## src/hdl/svfm_pkg.sv

```systemverilog
package svfm_pkg;

   // Sizes of the filter.
   localparam int CHANNELS      = 8;
   localparam int CHAN_BITS     = 3;
   localparam int CHAN_IDX_BITS = (CHANNELS > 1) ? $clog2(CHANNELS) : 1;
   localparam int SAMPLE_BITS   = 24;
   localparam int STATE_BITS    = 32;
   localparam int COEF_FRAC     = 16;
   localparam int MODE_BITS     = 3;
   localparam int FREQ_BITS     = 15;
   localparam int DAMP_BITS     = 19;
   localparam int CSR_ADDR_BITS = 2;
   localparam int CSR_DATA_BITS = 19;

   // Product widths and the common width of the integrator sums.
   localparam int DAMP_PROD_BITS = STATE_BITS + DAMP_BITS;
   localparam int FREQ_PROD_BITS = STATE_BITS + FREQ_BITS + 1;
   localparam int SUM_BITS       = DAMP_PROD_BITS + 1;
   localparam int SEL_BITS       = STATE_BITS + 1;

   // Register indexes.
   localparam logic [CSR_ADDR_BITS-1:0] CSR_MODE = 2'd0;
   localparam logic [CSR_ADDR_BITS-1:0] CSR_FREQ = 2'd1;
   localparam logic [CSR_ADDR_BITS-1:0] CSR_DAMP = 2'd2;

   // Output select codes.
   localparam logic [MODE_BITS-1:0] MODE_LOW   = 3'd0;
   localparam logic [MODE_BITS-1:0] MODE_HIGH  = 3'd1;
   localparam logic [MODE_BITS-1:0] MODE_BAND  = 3'd2;
   localparam logic [MODE_BITS-1:0] MODE_NOTCH = 3'd3;
   localparam logic [MODE_BITS-1:0] MODE_PEAK  = 3'd4;

   // Register reset values.
   localparam logic [MODE_BITS-1:0]        MODE_RESET = MODE_LOW;
   localparam logic [FREQ_BITS-1:0]        FREQ_RESET = 15'd12864;
   localparam logic signed [DAMP_BITS-1:0] DAMP_RESET = 19'sd94000;

   typedef struct packed {
      logic [MODE_BITS-1:0]        mode;
      logic [FREQ_BITS-1:0]        freq;
      logic signed [DAMP_BITS-1:0] damp;
   } cfg_type;

   typedef enum logic [2:0] {
      ST_IDLE,
      ST_MUL_BAND,
      ST_UPD_LN,
      ST_CALC_HIGH,
      ST_MUL_HIGH,
      ST_UPD_BAND,
      ST_FINISH
   } state_type;

   typedef enum logic [2:0] {
      OP_NONE,
      OP_LOAD,
      OP_MUL_BAND,
      OP_UPD_LN,
      OP_CALC_HIGH,
      OP_MUL_HIGH,
      OP_UPD_BAND,
      OP_FINISH
   } op_type;

   // Clamp a wide sum to the signed integrator range.
   function automatic logic signed [STATE_BITS-1:0] sat_state(
      input logic signed [SUM_BITS-1:0] v);
      logic [SUM_BITS-STATE_BITS:0] top;
      logic signed [STATE_BITS-1:0] r;
      top = v[SUM_BITS-1:STATE_BITS-1];
      if ((&top) || !(|top)) begin
         r = v[STATE_BITS-1:0];
      end else if (v[SUM_BITS-1]) begin
         r = {1'b1, {(STATE_BITS-1){1'b0}}};
      end else begin
         r = {1'b0, {(STATE_BITS-1){1'b1}}};
      end
      return r;
   endfunction

   // Halve (floor) and clamp to the signed sample range.
   function automatic logic signed [SAMPLE_BITS-1:0] half_sat_sample(
      input logic signed [SEL_BITS-1:0] v);
      logic signed [SEL_BITS-2:0] h;
      logic [SEL_BITS-1-SAMPLE_BITS:0] top;
      logic signed [SAMPLE_BITS-1:0] r;
      h = v[SEL_BITS-1:1];
      top = h[SEL_BITS-2:SAMPLE_BITS-1];
      if ((&top) || !(|top)) begin
         r = h[SAMPLE_BITS-1:0];
      end else if (h[SEL_BITS-2]) begin
         r = {1'b1, {(SAMPLE_BITS-1){1'b0}}};
      end else begin
         r = {1'b0, {(SAMPLE_BITS-1){1'b1}}};
      end
      return r;
   endfunction

endpackage

```

## src/hdl/svfm_csr.sv

```systemverilog
module svfm_csr
   import svfm_pkg::*;
(
   input  logic                     clock,
   input  logic                     reset,
   input  logic                     csr_we,
   input  logic [CSR_ADDR_BITS-1:0] csr_addr,
   input  logic [CSR_DATA_BITS-1:0] csr_wdata,
   output cfg_type                  cfg
);

   cfg_type cfg_ff, cfg_in;

   always_comb begin
      cfg_in = cfg_ff;
      if (csr_we) begin
         unique case (csr_addr)
            CSR_MODE: cfg_in.mode = csr_wdata[MODE_BITS-1:0];
            CSR_FREQ: cfg_in.freq = csr_wdata[FREQ_BITS-1:0];
            CSR_DAMP: cfg_in.damp = csr_wdata[DAMP_BITS-1:0];
            default:  cfg_in = cfg_ff;
         endcase
      end
   end

   always_ff @(posedge clock) begin
      if (reset) begin
         cfg_ff.mode <= MODE_RESET;
         cfg_ff.freq <= FREQ_RESET;
         cfg_ff.damp <= DAMP_RESET;
      end else begin
         cfg_ff <= cfg_in;
      end
   end

   assign cfg = cfg_ff;

endmodule

```

## src/hdl/svfm_ctrl.sv

```systemverilog
module svfm_ctrl
   import svfm_pkg::*;
(
   input  logic   clock,
   input  logic   reset,
   input  logic   req_valid,
   output logic   req_stall,
   output logic   rsp_valid,
   input  logic   rsp_stall,
   output op_type op
);

   state_type state_ff, state_in;
   logic      pass_ff, pass_in;
   logic      rsp_valid_ff, rsp_valid_in;
   logic      out_free;

   // The output register can take a new result when empty or being drained.
   assign out_free = !rsp_valid_ff || !rsp_stall;

   always_comb begin
      state_in = state_ff;
      pass_in  = pass_ff;
      unique case (state_ff)
         ST_IDLE: begin
            if (req_valid) begin
               state_in = ST_MUL_BAND;
               pass_in  = 1'b0;
            end
         end
         ST_MUL_BAND:  state_in = ST_UPD_LN;
         ST_UPD_LN:    state_in = ST_CALC_HIGH;
         ST_CALC_HIGH: state_in = ST_MUL_HIGH;
         ST_MUL_HIGH:  state_in = ST_UPD_BAND;
         ST_UPD_BAND: begin
            pass_in  = 1'b1;
            state_in = pass_ff ? ST_FINISH : ST_MUL_BAND;
         end
         ST_FINISH: begin
            if (out_free) begin
               state_in = ST_IDLE;
            end
         end
         default: state_in = ST_IDLE;
      endcase
   end

   always_comb begin
      req_stall = (state_ff != ST_IDLE);
      op        = OP_NONE;
      unique case (state_ff)
         ST_IDLE:      op = req_valid ? OP_LOAD : OP_NONE;
         ST_MUL_BAND:  op = OP_MUL_BAND;
         ST_UPD_LN:    op = OP_UPD_LN;
         ST_CALC_HIGH: op = OP_CALC_HIGH;
         ST_MUL_HIGH:  op = OP_MUL_HIGH;
         ST_UPD_BAND:  op = OP_UPD_BAND;
         ST_FINISH:    op = out_free ? OP_FINISH : OP_NONE;
         default:      op = OP_NONE;
      endcase
   end

   always_comb begin
      rsp_valid_in = rsp_valid_ff;
      if (op == OP_FINISH) begin
         rsp_valid_in = 1'b1;
      end else if (!rsp_stall) begin
         rsp_valid_in = 1'b0;
      end
   end

   always_ff @(posedge clock) begin
      if (reset) begin
         state_ff     <= ST_IDLE;
         pass_ff      <= 1'b0;
         rsp_valid_ff <= 1'b0;
      end else begin
         state_ff     <= state_in;
         pass_ff      <= pass_in;
         rsp_valid_ff <= rsp_valid_in;
      end
   end

   assign rsp_valid = rsp_valid_ff;

endmodule

```

## src/hdl/svfm_dp.sv

```systemverilog
module svfm_dp
   import svfm_pkg::*;
(
   input  logic                          clock,
   input  logic                          reset,
   input  cfg_type                       cfg,
   input  op_type                        op,
   input  logic signed [SAMPLE_BITS-1:0] req_sample_in,
   input  logic [CHAN_BITS-1:0]          req_chan,
   output logic signed [SAMPLE_BITS-1:0] rsp_sample_out,
   output logic [CHAN_BITS-1:0]          rsp_chan_out
);

   // Per-channel integrators.
   logic signed [STATE_BITS-1:0] low_mem_ff  [CHANNELS];
   logic signed [STATE_BITS-1:0] band_mem_ff [CHANNELS];

   // Working registers for the item in flight.
   logic signed [SAMPLE_BITS-1:0]    x_ff;
   logic [CHAN_BITS-1:0]             chan_ff;
   logic [CHAN_IDX_BITS-1:0]         idx_ff;
   logic                             chan_ok_ff;
   logic signed [STATE_BITS-1:0]     low_ff, band_ff, notch_ff, high_ff;
   logic signed [DAMP_PROD_BITS-1:0] pq_ff;
   logic signed [FREQ_PROD_BITS-1:0] pf_ff;
   logic signed [SAMPLE_BITS-1:0]    out_sample_ff;
   logic [CHAN_BITS-1:0]             out_chan_ff;

   logic [CHAN_IDX_BITS-1:0]         req_idx;
   logic                             req_ok;
   logic signed [FREQ_BITS:0]        freq_s;
   logic signed [STATE_BITS-1:0]     freq_operand;
   logic signed [SUM_BITS-1:0]       notch_sum, low_sum, band_sum, high_sum;
   logic signed [SEL_BITS-1:0]       sel;
   logic signed [SAMPLE_BITS-1:0]    out_value;

   assign req_idx = CHAN_IDX_BITS'(req_chan);
   assign req_ok  = (32'(req_chan) < CHANNELS);
   assign freq_s  = $signed({1'b0, cfg.freq});

   // The frequency multiplier sees band in the first multiply, high in the second.
   assign freq_operand = (op == OP_MUL_HIGH) ? high_ff : band_ff;

   // Products are floored by an arithmetic shift.
   assign notch_sum = SUM_BITS'(x_ff) - SUM_BITS'(pq_ff >>> COEF_FRAC);
   assign low_sum   = SUM_BITS'(low_ff) + SUM_BITS'(pf_ff >>> COEF_FRAC);
   assign band_sum  = SUM_BITS'(band_ff) + SUM_BITS'(pf_ff >>> COEF_FRAC);
   assign high_sum  = SUM_BITS'(notch_ff) - SUM_BITS'(low_ff);

   always_comb begin
      unique case (cfg.mode)
         MODE_LOW:   sel = SEL_BITS'(low_ff);
         MODE_HIGH:  sel = SEL_BITS'(high_ff);
         MODE_BAND:  sel = SEL_BITS'(band_ff);
         MODE_NOTCH: sel = SEL_BITS'(notch_ff);
         MODE_PEAK:  sel = SEL_BITS'(low_ff) - SEL_BITS'(high_ff);
         default:    sel = '0;
      endcase
   end

   assign out_value = chan_ok_ff ? half_sat_sample(sel) : '0;

   always_ff @(posedge clock) begin
      unique case (op)
         OP_LOAD: begin
            x_ff       <= req_sample_in;
            chan_ff    <= req_chan;
            idx_ff     <= req_idx;
            chan_ok_ff <= req_ok;
            low_ff     <= low_mem_ff[req_idx];
            band_ff    <= band_mem_ff[req_idx];
         end
         OP_MUL_BAND: begin
            pq_ff <= DAMP_PROD_BITS'(cfg.damp * band_ff);
            pf_ff <= FREQ_PROD_BITS'(freq_s * freq_operand);
         end
         OP_UPD_LN: begin
            notch_ff <= sat_state(notch_sum);
            low_ff   <= sat_state(low_sum);
         end
         OP_CALC_HIGH: high_ff <= sat_state(high_sum);
         OP_MUL_HIGH:  pf_ff   <= FREQ_PROD_BITS'(freq_s * freq_operand);
         OP_UPD_BAND:  band_ff <= sat_state(band_sum);
         OP_FINISH: begin
            out_sample_ff <= out_value;
            out_chan_ff   <= chan_ff;
         end
         default: begin
         end
      endcase
   end

   always_ff @(posedge clock) begin
      if (reset) begin
         for (int i = 0; i < CHANNELS; i++) begin
            low_mem_ff[i]  <= '0;
            band_mem_ff[i] <= '0;
         end
      end else if (op == OP_FINISH && chan_ok_ff) begin
         low_mem_ff[idx_ff]  <= low_ff;
         band_mem_ff[idx_ff] <= band_ff;
      end
   end

   assign rsp_sample_out = out_sample_ff;
   assign rsp_chan_out   = out_chan_ff;

endmodule

```

## src/hdl/state_variable_filter_multichannel.sv

```systemverilog
// Multichannel state variable filter with 2x oversampling.
// Input channel (req_): a signed Q1.23 sample and a channel number. The
// sample runs two filter passes on that channel's lowpass and bandpass
// integrators, which are written back when the item completes.
// Result channel (rsp_): the selected response (lowpass, highpass, bandpass,
// notch or peak, chosen by the mode register), halved and saturated to
// 24 bits, together with the channel number.
// Configuration (csr_): mode, frequency and damping coefficients, written by
// the user through a plain write port while the block is idle (not enforced).
// Timing: the controller handles one item at once and takes a new item
// only after the current one has finished. One shared pair of multipliers
// serves both passes: each pass steps through the band multiply, the lowpass
// and notch update, the highpass sum, the highpass multiply and the bandpass
// update, with the saturating adds between the two dependent multiply steps.
// Reset clears all integrators and loads the default coefficients.
// If the receiver stalls, the result is held in the output register and a
// new input transfer can still be taken; the following result then waits
// until the held one has been transferred.
module state_variable_filter_multichannel
   import svfm_pkg::*;
(
   input  logic                          clock,
   input  logic                          reset,
   input  logic                          req_valid,
   output logic                          req_stall,
   input  logic signed [SAMPLE_BITS-1:0] req_sample_in,
   input  logic [CHAN_BITS-1:0]          req_chan,
   output logic                          rsp_valid,
   input  logic                          rsp_stall,
   output logic signed [SAMPLE_BITS-1:0] rsp_sample_out,
   output logic [CHAN_BITS-1:0]          rsp_chan_out,
   input  logic                          csr_we,
   input  logic [CSR_ADDR_BITS-1:0]      csr_addr,
   input  logic [CSR_DATA_BITS-1:0]      csr_wdata
);

   cfg_type cfg;
   op_type  op;

   // Configuration registers.
   svfm_csr u_csr (
      .clock     (clock),
      .reset     (reset),
      .csr_we    (csr_we),
      .csr_addr  (csr_addr),
      .csr_wdata (csr_wdata),
      .cfg       (cfg)
   );

   // Sequencer: steps the datapath through the two passes and owns both
   // handshakes.
   svfm_ctrl u_ctrl (
      .clock     (clock),
      .reset     (reset),
      .req_valid (req_valid),
      .req_stall (req_stall),
      .rsp_valid (rsp_valid),
      .rsp_stall (rsp_stall),
      .op        (op)
   );

   // Multipliers, saturating adders, integrator storage and output register.
   svfm_dp u_dp (
      .clock          (clock),
      .reset          (reset),
      .cfg            (cfg),
      .op             (op),
      .req_sample_in  (req_sample_in),
      .req_chan       (req_chan),
      .rsp_sample_out (rsp_sample_out),
      .rsp_chan_out   (rsp_chan_out)
   );

endmodule

```

## config.mk

```make
export PLATFORM = sky130hd
export DESIGN_NAME = state_variable_filter_multichannel
export DESIGN_NICKNAME = d
export VERILOG_FILES = /design/src/hdl/svfm_pkg.sv /design/src/hdl/svfm_csr.sv /design/src/hdl/svfm_ctrl.sv /design/src/hdl/svfm_dp.sv /design/src/hdl/state_variable_filter_multichannel.sv
export SDC_FILE = /design/constraint.sdc
export NUM_CORES = 2
export LEC_CHECK = 0
export BUFFER_PORTS_ARGS = -buffer_cell sky130_fd_sc_hd__buf_2
export CORE_ASPECT_RATIO = 2
export CORE_UTILIZATION = 55
export DETAILED_ROUTE_END_ITERATION = 8
export HOLD_SLACK_MARGIN = 0.03
export PLACE_DENSITY = 0.78
export SLEW_MARGIN = 0
export SYNTH_ARGS = -nofsm -noshare
export SYNTH_HDL_FRONTEND = slang
export SYNTH_SLANG_ARGS = --single-unit
```

## constraint.sdc

```tcl
create_clock -name clock -period 8.7 [get_ports clock]
set_input_delay 1.74 -clock clock [delete_from_list [all_inputs] [get_ports clock]]
set_output_delay 1.74 -clock clock [all_outputs]
set_load 0.01 [all_outputs]
```

After elaboration in Yosys (flattened, before gate mapping)
Memories as Yosys holds them, arrays and structs flattened.
Cells that the tools add are included.
{"block": "word_totals", "word_cells": 121, "latch_bits": 0, "romBits": 0, "out_inout_bits": 29, "in_bits": 53, "ram_bits": 512, "mem_count": 2, "regBits": 323}
{"name": "u_dp.band_mem_ff", "depth": 8, "width": 32, "read_ports": 1, "rd_ports_with_merged_regs": 0, "write_ports": 8, "line_no": "svfm_dp.sv:16", "text": "logic signed [STATE_BITS-1:0] band_mem_ff [CHANNELS];"}
{"name": "u_dp.low_mem_ff", "depth": 8, "width": 32, "read_ports": 1, "rd_ports_with_merged_regs": 0, "write_ports": 8, "line_no": "svfm_dp.sv:15", "text": "logic signed [STATE_BITS-1:0] low_mem_ff [CHANNELS];"}
{"block": "op_classes", "eq_ne": 22, "add_sub_neg": 5, "shifts": 0, "magnitude_cmp": 0, "bitwise_logic": 0, "multipliers": 2, "muxes": 36, "n_div": 0, "n_reduce_logical": 38}
{"cell": "$mux W32", "n": 11}
{"cell": "$pmux W33 S5", "n": 1}
{"cell": "$pmux W32 S2", "n": 2}
{"cell": "$reduce_and A21 Y1", "n": 4}
{"cell": "$reduce_or A21 Y1", "n": 4}
{"cell": "$add A32 B32 Y33", "n": 2}
{"cell": "$sub A32 B32 Y33", "n": 2}
{"cell": "$reduce_or A32 Y1", "n": 2}
{"cell": "$mul A19 B32 Y51", "n": 1}
{"cell": "$mul A16 B32 Y48", "n": 1}
{"cell": "$mux W24", "n": 2}
{"cell": "$pmux W3 S7", "n": 2}
{"cell": "$sub A24 B35 Y36", "n": 1}
{"cell": "$eq A3 B3 Y1 const B", "n": 8}
{"cell": "$eq A3 B2 Y1 const B", "n": 6}
{"cell": "$mux W3", "n": 6}
{"cell": "$mux W1", "n": 11}
{"cell": "$reduce_and A2 Y1", "n": 5}
{"cell": "$eq A3 B1 Y1 const B", "n": 3}
{"cell": "$reduce_and A9 Y1", "n": 1}
{"cell": "$reduce_or A9 Y1", "n": 1}
{"cell": "$logic_not A1 Y1", "n": 7}
{"cell": "$logic_not A3 Y1", "n": 2}
{"cell": "$logic_or A1 B1 Y1", "n": 6}
{"cell": "9 further kinds", "n": 12}

Logic depth before layout (Yosys ltp)
{"block": "logic_depth", "depth_word": 10, "depth_mapped": 29, "mapped_depth_nobuf": 27}

Hierarchy
From an unflattened synthesis, not the netlist that was laid out.
{"block": "hier_totals", "cells_unflattened": 7530, "area_unflattened_um2": 79414.9}
{"mod": "svfm_dp", "instances": 1, "seq_area_each_um2": 22851.9, "area_each_um2": 77540.6, "cells_per_inst": 7340}
{"mod": "svfm_csr", "instances": 1, "seq_area_each_um2": 740.7, "area_each_um2": 1556.5, "cells_per_inst": 154}
{"mod": "svfm_ctrl", "instances": 1, "seq_area_each_um2": 100.1, "area_each_um2": 317.8, "cells_per_inst": 36}

Least setup slack after synthesis
No wires, ideal clock.
{"block": "synth_timing", "kind": "register to register", "from": "register u_ctrl.state_ff[0]", "to": "register u_dp.pf_ff[46], data pin", "n_path_buf": 3, "setup_time_ps": 265, "t_required_ps": 8435, "arrival_ps": 7079, "slack_ps": 1355, "period_less_slack_ps": 7345, "stages_incl_launch_ff": 25, "cell_sequence": "dfxtp_1 -> buf_2 -> nor3b_4 -> clkbuf_1 -> mux2_2 -> clkbuf_1 -> nand2_1 -> fa_1 -> fa_1 -> fa_1 -> inv_1 -> fa_1 -> fa_1 -> fa_1 -> ha_1 -> a211o_1 -> a31oi_1 -> o21ai_0 -> o32a_2 -> a31oi_2 -> o22ai_2 -> a211o_1 -> a21oi_2 -> o21ai_0 -> xor2_1"}
{"block": "synth_via", "elab_chain_len": 5, "elab_cells_between_ends": 11, "classes_between": "mul (1); eq/ne (7); mux (2); reduce/logical (1)"}
{"element": "start: declaration", "line_no": "svfm_ctrl.sv:13", "text": "state_type state_ff, state_in;"}
{"element": "start signal: assignment", "line_no": "svfm_ctrl.sv:78", "text": "state_ff <= state_in;"}
{"element": "$eq A3 B3 Y1, or another cell as far along", "line_no": "svfm_ctrl.sv:51", "text": "unique case (state_ff)"}
{"element": "$pmux W3 S7 (*)", "line_no": "svfm_ctrl.sv:51"}
{"element": "$eq A3 B3 Y1 (*)", "line_no": "svfm_dp.sv:42, svfm_dp.sv:64"}
{"element": "$mux W32 (*)", "line_no": "svfm_dp.sv:42", "text": "assign freq_operand = (op == OP_MUL_HIGH) ? high_ff : band_ff;"}
{"element": "$mul A16 B32 Y48 (*)", "line_no": "svfm_dp.sv:75, svfm_dp.sv:82"}
{"element": "end signal: assignment", "line_no": "svfm_dp.sv:75", "text": "pf_ff <= FREQ_PROD_BITS'(freq_s * freq_operand);"}
{"element": "end signal: assignment", "line_no": "svfm_dp.sv:82", "text": "OP_MUL_HIGH: pf_ff <= FREQ_PROD_BITS'(freq_s * freq_operand);"}
{"element": "end: declaration", "line_no": "svfm_dp.sv:25", "text": "logic signed [FREQ_PROD_BITS-1:0] pf_ff;"}
Every way passes the cells marked *; elsewhere a longest branch is shown, timed or not.
A chain may end at the register's enable or synchronous reset.

Worst setup path after layout
{"block": "layout_timing", "from": "register u_dp.band_ff[6]", "to": "register u_dp.pf_ff[36], data pin"}
{"block": "layout_via", "elab_chain_len": 2}
{"element": "start: declaration", "line_no": "svfm_dp.sv:23", "text": "logic signed [STATE_BITS-1:0] low_ff, band_ff, notch_ff, high_ff;"}
{"element": "start signal: assignment", "line_no": "svfm_dp.sv:71", "text": "band_ff <= band_mem_ff[req_idx];"}
{"element": "start signal: assignment", "line_no": "svfm_dp.sv:83", "text": "OP_UPD_BAND: band_ff <= sat_state(band_sum);"}
{"element": "$mux W32", "line_no": "svfm_dp.sv:42"}
{"element": "$mul A16 B32 Y48", "line_no": "svfm_dp.sv:75, svfm_dp.sv:82"}
No other way between the ends.

==> flow_metrics.env <==
export IMPL_drc=0
export IMPL_ys_warnings_count=0
export IMPL_place_congestion=1.06
export IMPL_totalWireLength_um=269000
export IMPL_clk_path_buf_depth=3
export IMPL_startpoint_type="flip-flop"
export IMPL_reg2reg_slack_ns=0.31
export IMPL_crit_fanout=15
export IMPL_ctsHoldBuffers=0
export IMPL_initial_core_util_pct=55.4
export IMPL_fin_util_pct=59.0
export IMPL_cts_setup_buffers=0
export IMPL_cts_tree="built"
export IMPL_syn_inst=7525
export IMPL_die_area_mm2=0.145
export IMPL_synth_ff_type="edfxtp_1"
export IMPL_grt_max_degree=93
export IMPL_first_global_vias=63300
export IMPL_wire_per_inst_um=28.7
export IMPL_fin_crit_sh_pct=96.4
export IMPL_cts_resized=0
export IMPL_clk_pin_slew_worst_paths_ns=0.08
export IMPL_yosysTopAreaCell="edfxtp_1"
export IMPL_cp_startpoint="u_dp.band_ff[6]$_DFFE_PP_"
export IMPL_worstSetupPathType="flip-flop to flip-flop"
export IMPL_cp_data_arrival_time_ns=8.81
export IMPL_outcome="finished, violations left"
export IMPL_placementRows=196
export IMPL_cts_root_buf="clkbuf_16"
export IMPL_post_dp_hpwl_um=208000
export IMPL_synth_top_area_share_pct=28.9
export IMPL_antenna_found_initial=33
export IMPL_die_width_um=270
export IMPL_cts_made_buffers=73
export IMPL_hold_path_class="flip-flop to flip-flop"
export IMPL_required_ns=9.12
export IMPL_areaGrowthSynthToFinish_pct=6.37
export IMPL_ys_async_sr_fraction_pct=0
export IMPL_ys_ff_latch=803
export IMPL_slew_violations=2
export IMPL_syn_nets=9032
export IMPL_violations="max-capacitance violations, max-slew violations"
export IMPL_fmax_mhz=119
export IMPL_cts_sinks=803
export IMPL_synth_cell_type_count=99
export IMPL_grt_first_pass_wirelength_um=397000
export IMPL_drive_gt1_share_pct=8.12
export IMPL_via_per_inst=6.26
export IMPL_timing_final_crit_period_ns=8.39
export IMPL_cts_htree_levels=3
export IMPL_drt_iter0_markers=4784
export IMPL_core_mm2=0.143
export IMPL_fin_setup_tns_ns=0
export IMPL_fin_skew_ns=0.0653
export IMPL_synth_area_mm2=0.0791
export IMPL_clock_latency_ns=0.72
export IMPL_slew_headroom_pct=-0.933
export IMPL_min_from="u_ctrl.pass_ff$_SDFFE_PP0P_"
export IMPL_timing_critical_path_to_type="flip-flop"
export IMPL_maxCapViolations=1
export IMPL_nNetsFinal=8913
export IMPL_synth_seq_area_share_pct=29.9
export IMPL_track_usage_pct=37.7
export IMPL_timing_rr_start="u_dp.band_ff[6]$_DFFE_PP_"
export IMPL_ant_nets=0
export IMPL_port_buffers=81
export IMPL_nFillCells=11800
export IMPL_dr_total_vias=58600
export IMPL_setup_violations=0
export IMPL_synth_enable_flop_cells=761
export IMPL_first_pass_iters=7
export IMPL_synthTopCellsByArea="edfxtp_1 (29%), fa_1 (26%), ha_1 (6.4%), inv_1 (5.3%), and2_1 (5.1%)"
export IMPL_boundaryPins=82
export IMPL_rsz0062_at_grt="false"
export IMPL_worst_slew_pin_transition_ns=1.50
export IMPL_grt_ovfl_total=0
export IMPL_finalHoldViolCount=0
export IMPL_syn_area_per_cell_um2=10.5
export IMPL_fp_dieH_um=538
-- cell type report --
cell class / instances / area, um^2 / area share, %
clock inverter: 49 / 569 / 0.677
timing repair buffer: 249 / 1800 / 2.14
clock buffer: 85 / 1870 / 2.22
multi-input combinational: 5131 / 49500 / 58.8
antenna: 22 / 55.1 / 0.0654
tap: 1881 / 2350 / 2.80
sequential: 803 / 23700 / 28.2
inverter: 1148 / 4310 / 5.12
-- per-layer routing --
metal  GRT usage, %  up-vias  share of wire, %
met5              0        -             0.075
met1           35.4    29500                29
met4           38.9       30                13
met3           8.93     1351               8.5
met2           64.9     3215                50
li1               -    24500                 -
-- cell usage in the layout, fill, tap and decap left out, types with 20 or more instances in the layout --
cell type / instances
a211oi_1: 31
a21o_1: 99
a21oi_1: 262
a221o_1: 20
a22oi_1: 28
a31oi_1: 22
and2_1: 644
and3_1: 26
buf_2: 78
buf_4: 160
clkbuf_16: 73
clkinv_1: 41
dfxtp_1: 40
diode_2: 22
edfxtp_1: 761
fa_1: 1047
ha_1: 407
inv_1: 1116
mux2_2: 30
mux2i_1: 75
mux4_2: 128
nand2_1: 879
nand2b_1: 75
nand3_1: 46
nand3b_1: 20
nand4_1: 24
nor2_1: 189
nor2b_1: 38
nor3_1: 233
nor4_1: 76
o211ai_1: 21
o21a_1: 39
o21ai_0: 151
o22ai_1: 62
xnor2_1: 118
xor2_1: 78
-- cells in the mapped netlist, drive strengths merged, types with 38 or more instances --
| cell | count |
|---|---|
| clkbuf | 405 |
| and2 | 644 |
| a21oi | 267 |
| o21ai | 181 |
| edfxtp | 761 |
| xnor2 | 118 |
| buf | 38 |
| nor3 | 238 |
| nor2 | 199 |
| o21a | 39 |
| xor2 | 78 |
| mux2i | 75 |
| o22ai | 63 |
| ha | 407 |
| dfxtp | 42 |
| fa | 1047 |
| a21o | 99 |
| nand2b | 77 |
| nand3 | 46 |
| nor4 | 76 |
| nand2 | 882 |
| mux4 | 128 |
| nor2b | 38 |
| inv | 1117 |
-- worst max-delay path: stages (launching register included) --
cell      delay, ns
edfxtp_1       0.92
buf_4          0.30
mux2_2         0.42
nand2_1        0.15
fa_1           0.59
inv_1          0.05
fa_1           0.47
ha_1           0.20
fa_1           0.48
inv_1          0.05
fa_1           0.49
fa_1           0.50
inv_1          0.04
ha_1           0.30
a21oi_1        0.07
a21boi_0       1.15
o31a_1         0.27
o32a_2         0.29
a31oi_2        0.19
o21ai_0        0.37
nand2_1        0.15
o21ai_0        0.33
a21oi_1        0.16
xnor2_1        0.16
-- final timing paths --
path,to,cells after the start
worst min-delay path,u_ctrl.pass_ff$_SDFFE_PP0P_,2
worst min register to register,u_ctrl.pass_ff$_SDFFE_PP0P_,2
worst max register to register,u_dp.pf_ff[36]$_DFFE_PP_,23
worst max-delay path,u_dp.pf_ff[36]$_DFFE_PP_,23
-- sequential cells by signal, summed over array words and instances, names as in the netlist, 3 cells and up --
| signal | cells |
|---|---|
| u_dp.low_mem_ff | 256 |
| u_dp.rsp_chan_out | 3 |
| u_dp.high_ff | 32 |
| u_dp.band_mem_ff | 256 |
| u_ctrl.state_ff | 3 |
| u_dp.pf_ff | 32 |
| u_dp.low_ff | 32 |
| u_dp.notch_ff | 32 |
| u_dp.pq_ff | 35 |
| u_dp.x_ff | 24 |
| u_dp.rsp_sample_out | 24 |
| u_dp.chan_ff | 3 |
| u_dp.band_ff | 32 |
| u_csr.cfg | 37 |
-- logic make-up (layout without fill, tap and decap cells) --
kind of cell | after synthesis | in the layout | share of synthesized area, %
AND/OR/NAND/NOR | 2335 | 2335 | 14.7
multiplexers | 233 | 233 | 5.02
other | 0 | 22 | 0
adder cells (fa/ha/maj) | 1461 | 1461 | 33.0
AO/OA/AOI/OAI | 906 | 906 | 7.49
buffers and inverters | 1591 | 1531 | 7.61
flip-flops | 803 | 803 | 29.9
XOR/XNOR | 196 | 196 | 2.17
-- stage by stage --
| step | instance area (um^2) | hold WS [ns] | cells | setup WS [ns] |
|---|---|---|---|---|
| 2_1_floorplan | 79100 | 0.443 | 7525 | 1.36 |
| 3_3_place_gp | 81600 | 0.526 | 9211 | 0.594 |
| 3_5_place_dp | 81700 | 0.526 | 9212 | 0.549 |
| 4_1_cts | 84100 | 0.538 | 9346 | 0.489 |
| 5_1_grt | 84100 | 0.622 | 9353 | 0.160 |
| 6_report | 84200 | 0.540 | 9368 | 0.309 |
Power is not shown: default switching activity piles up to over one toggle a cycle in this logic, so the estimate is an artifact.
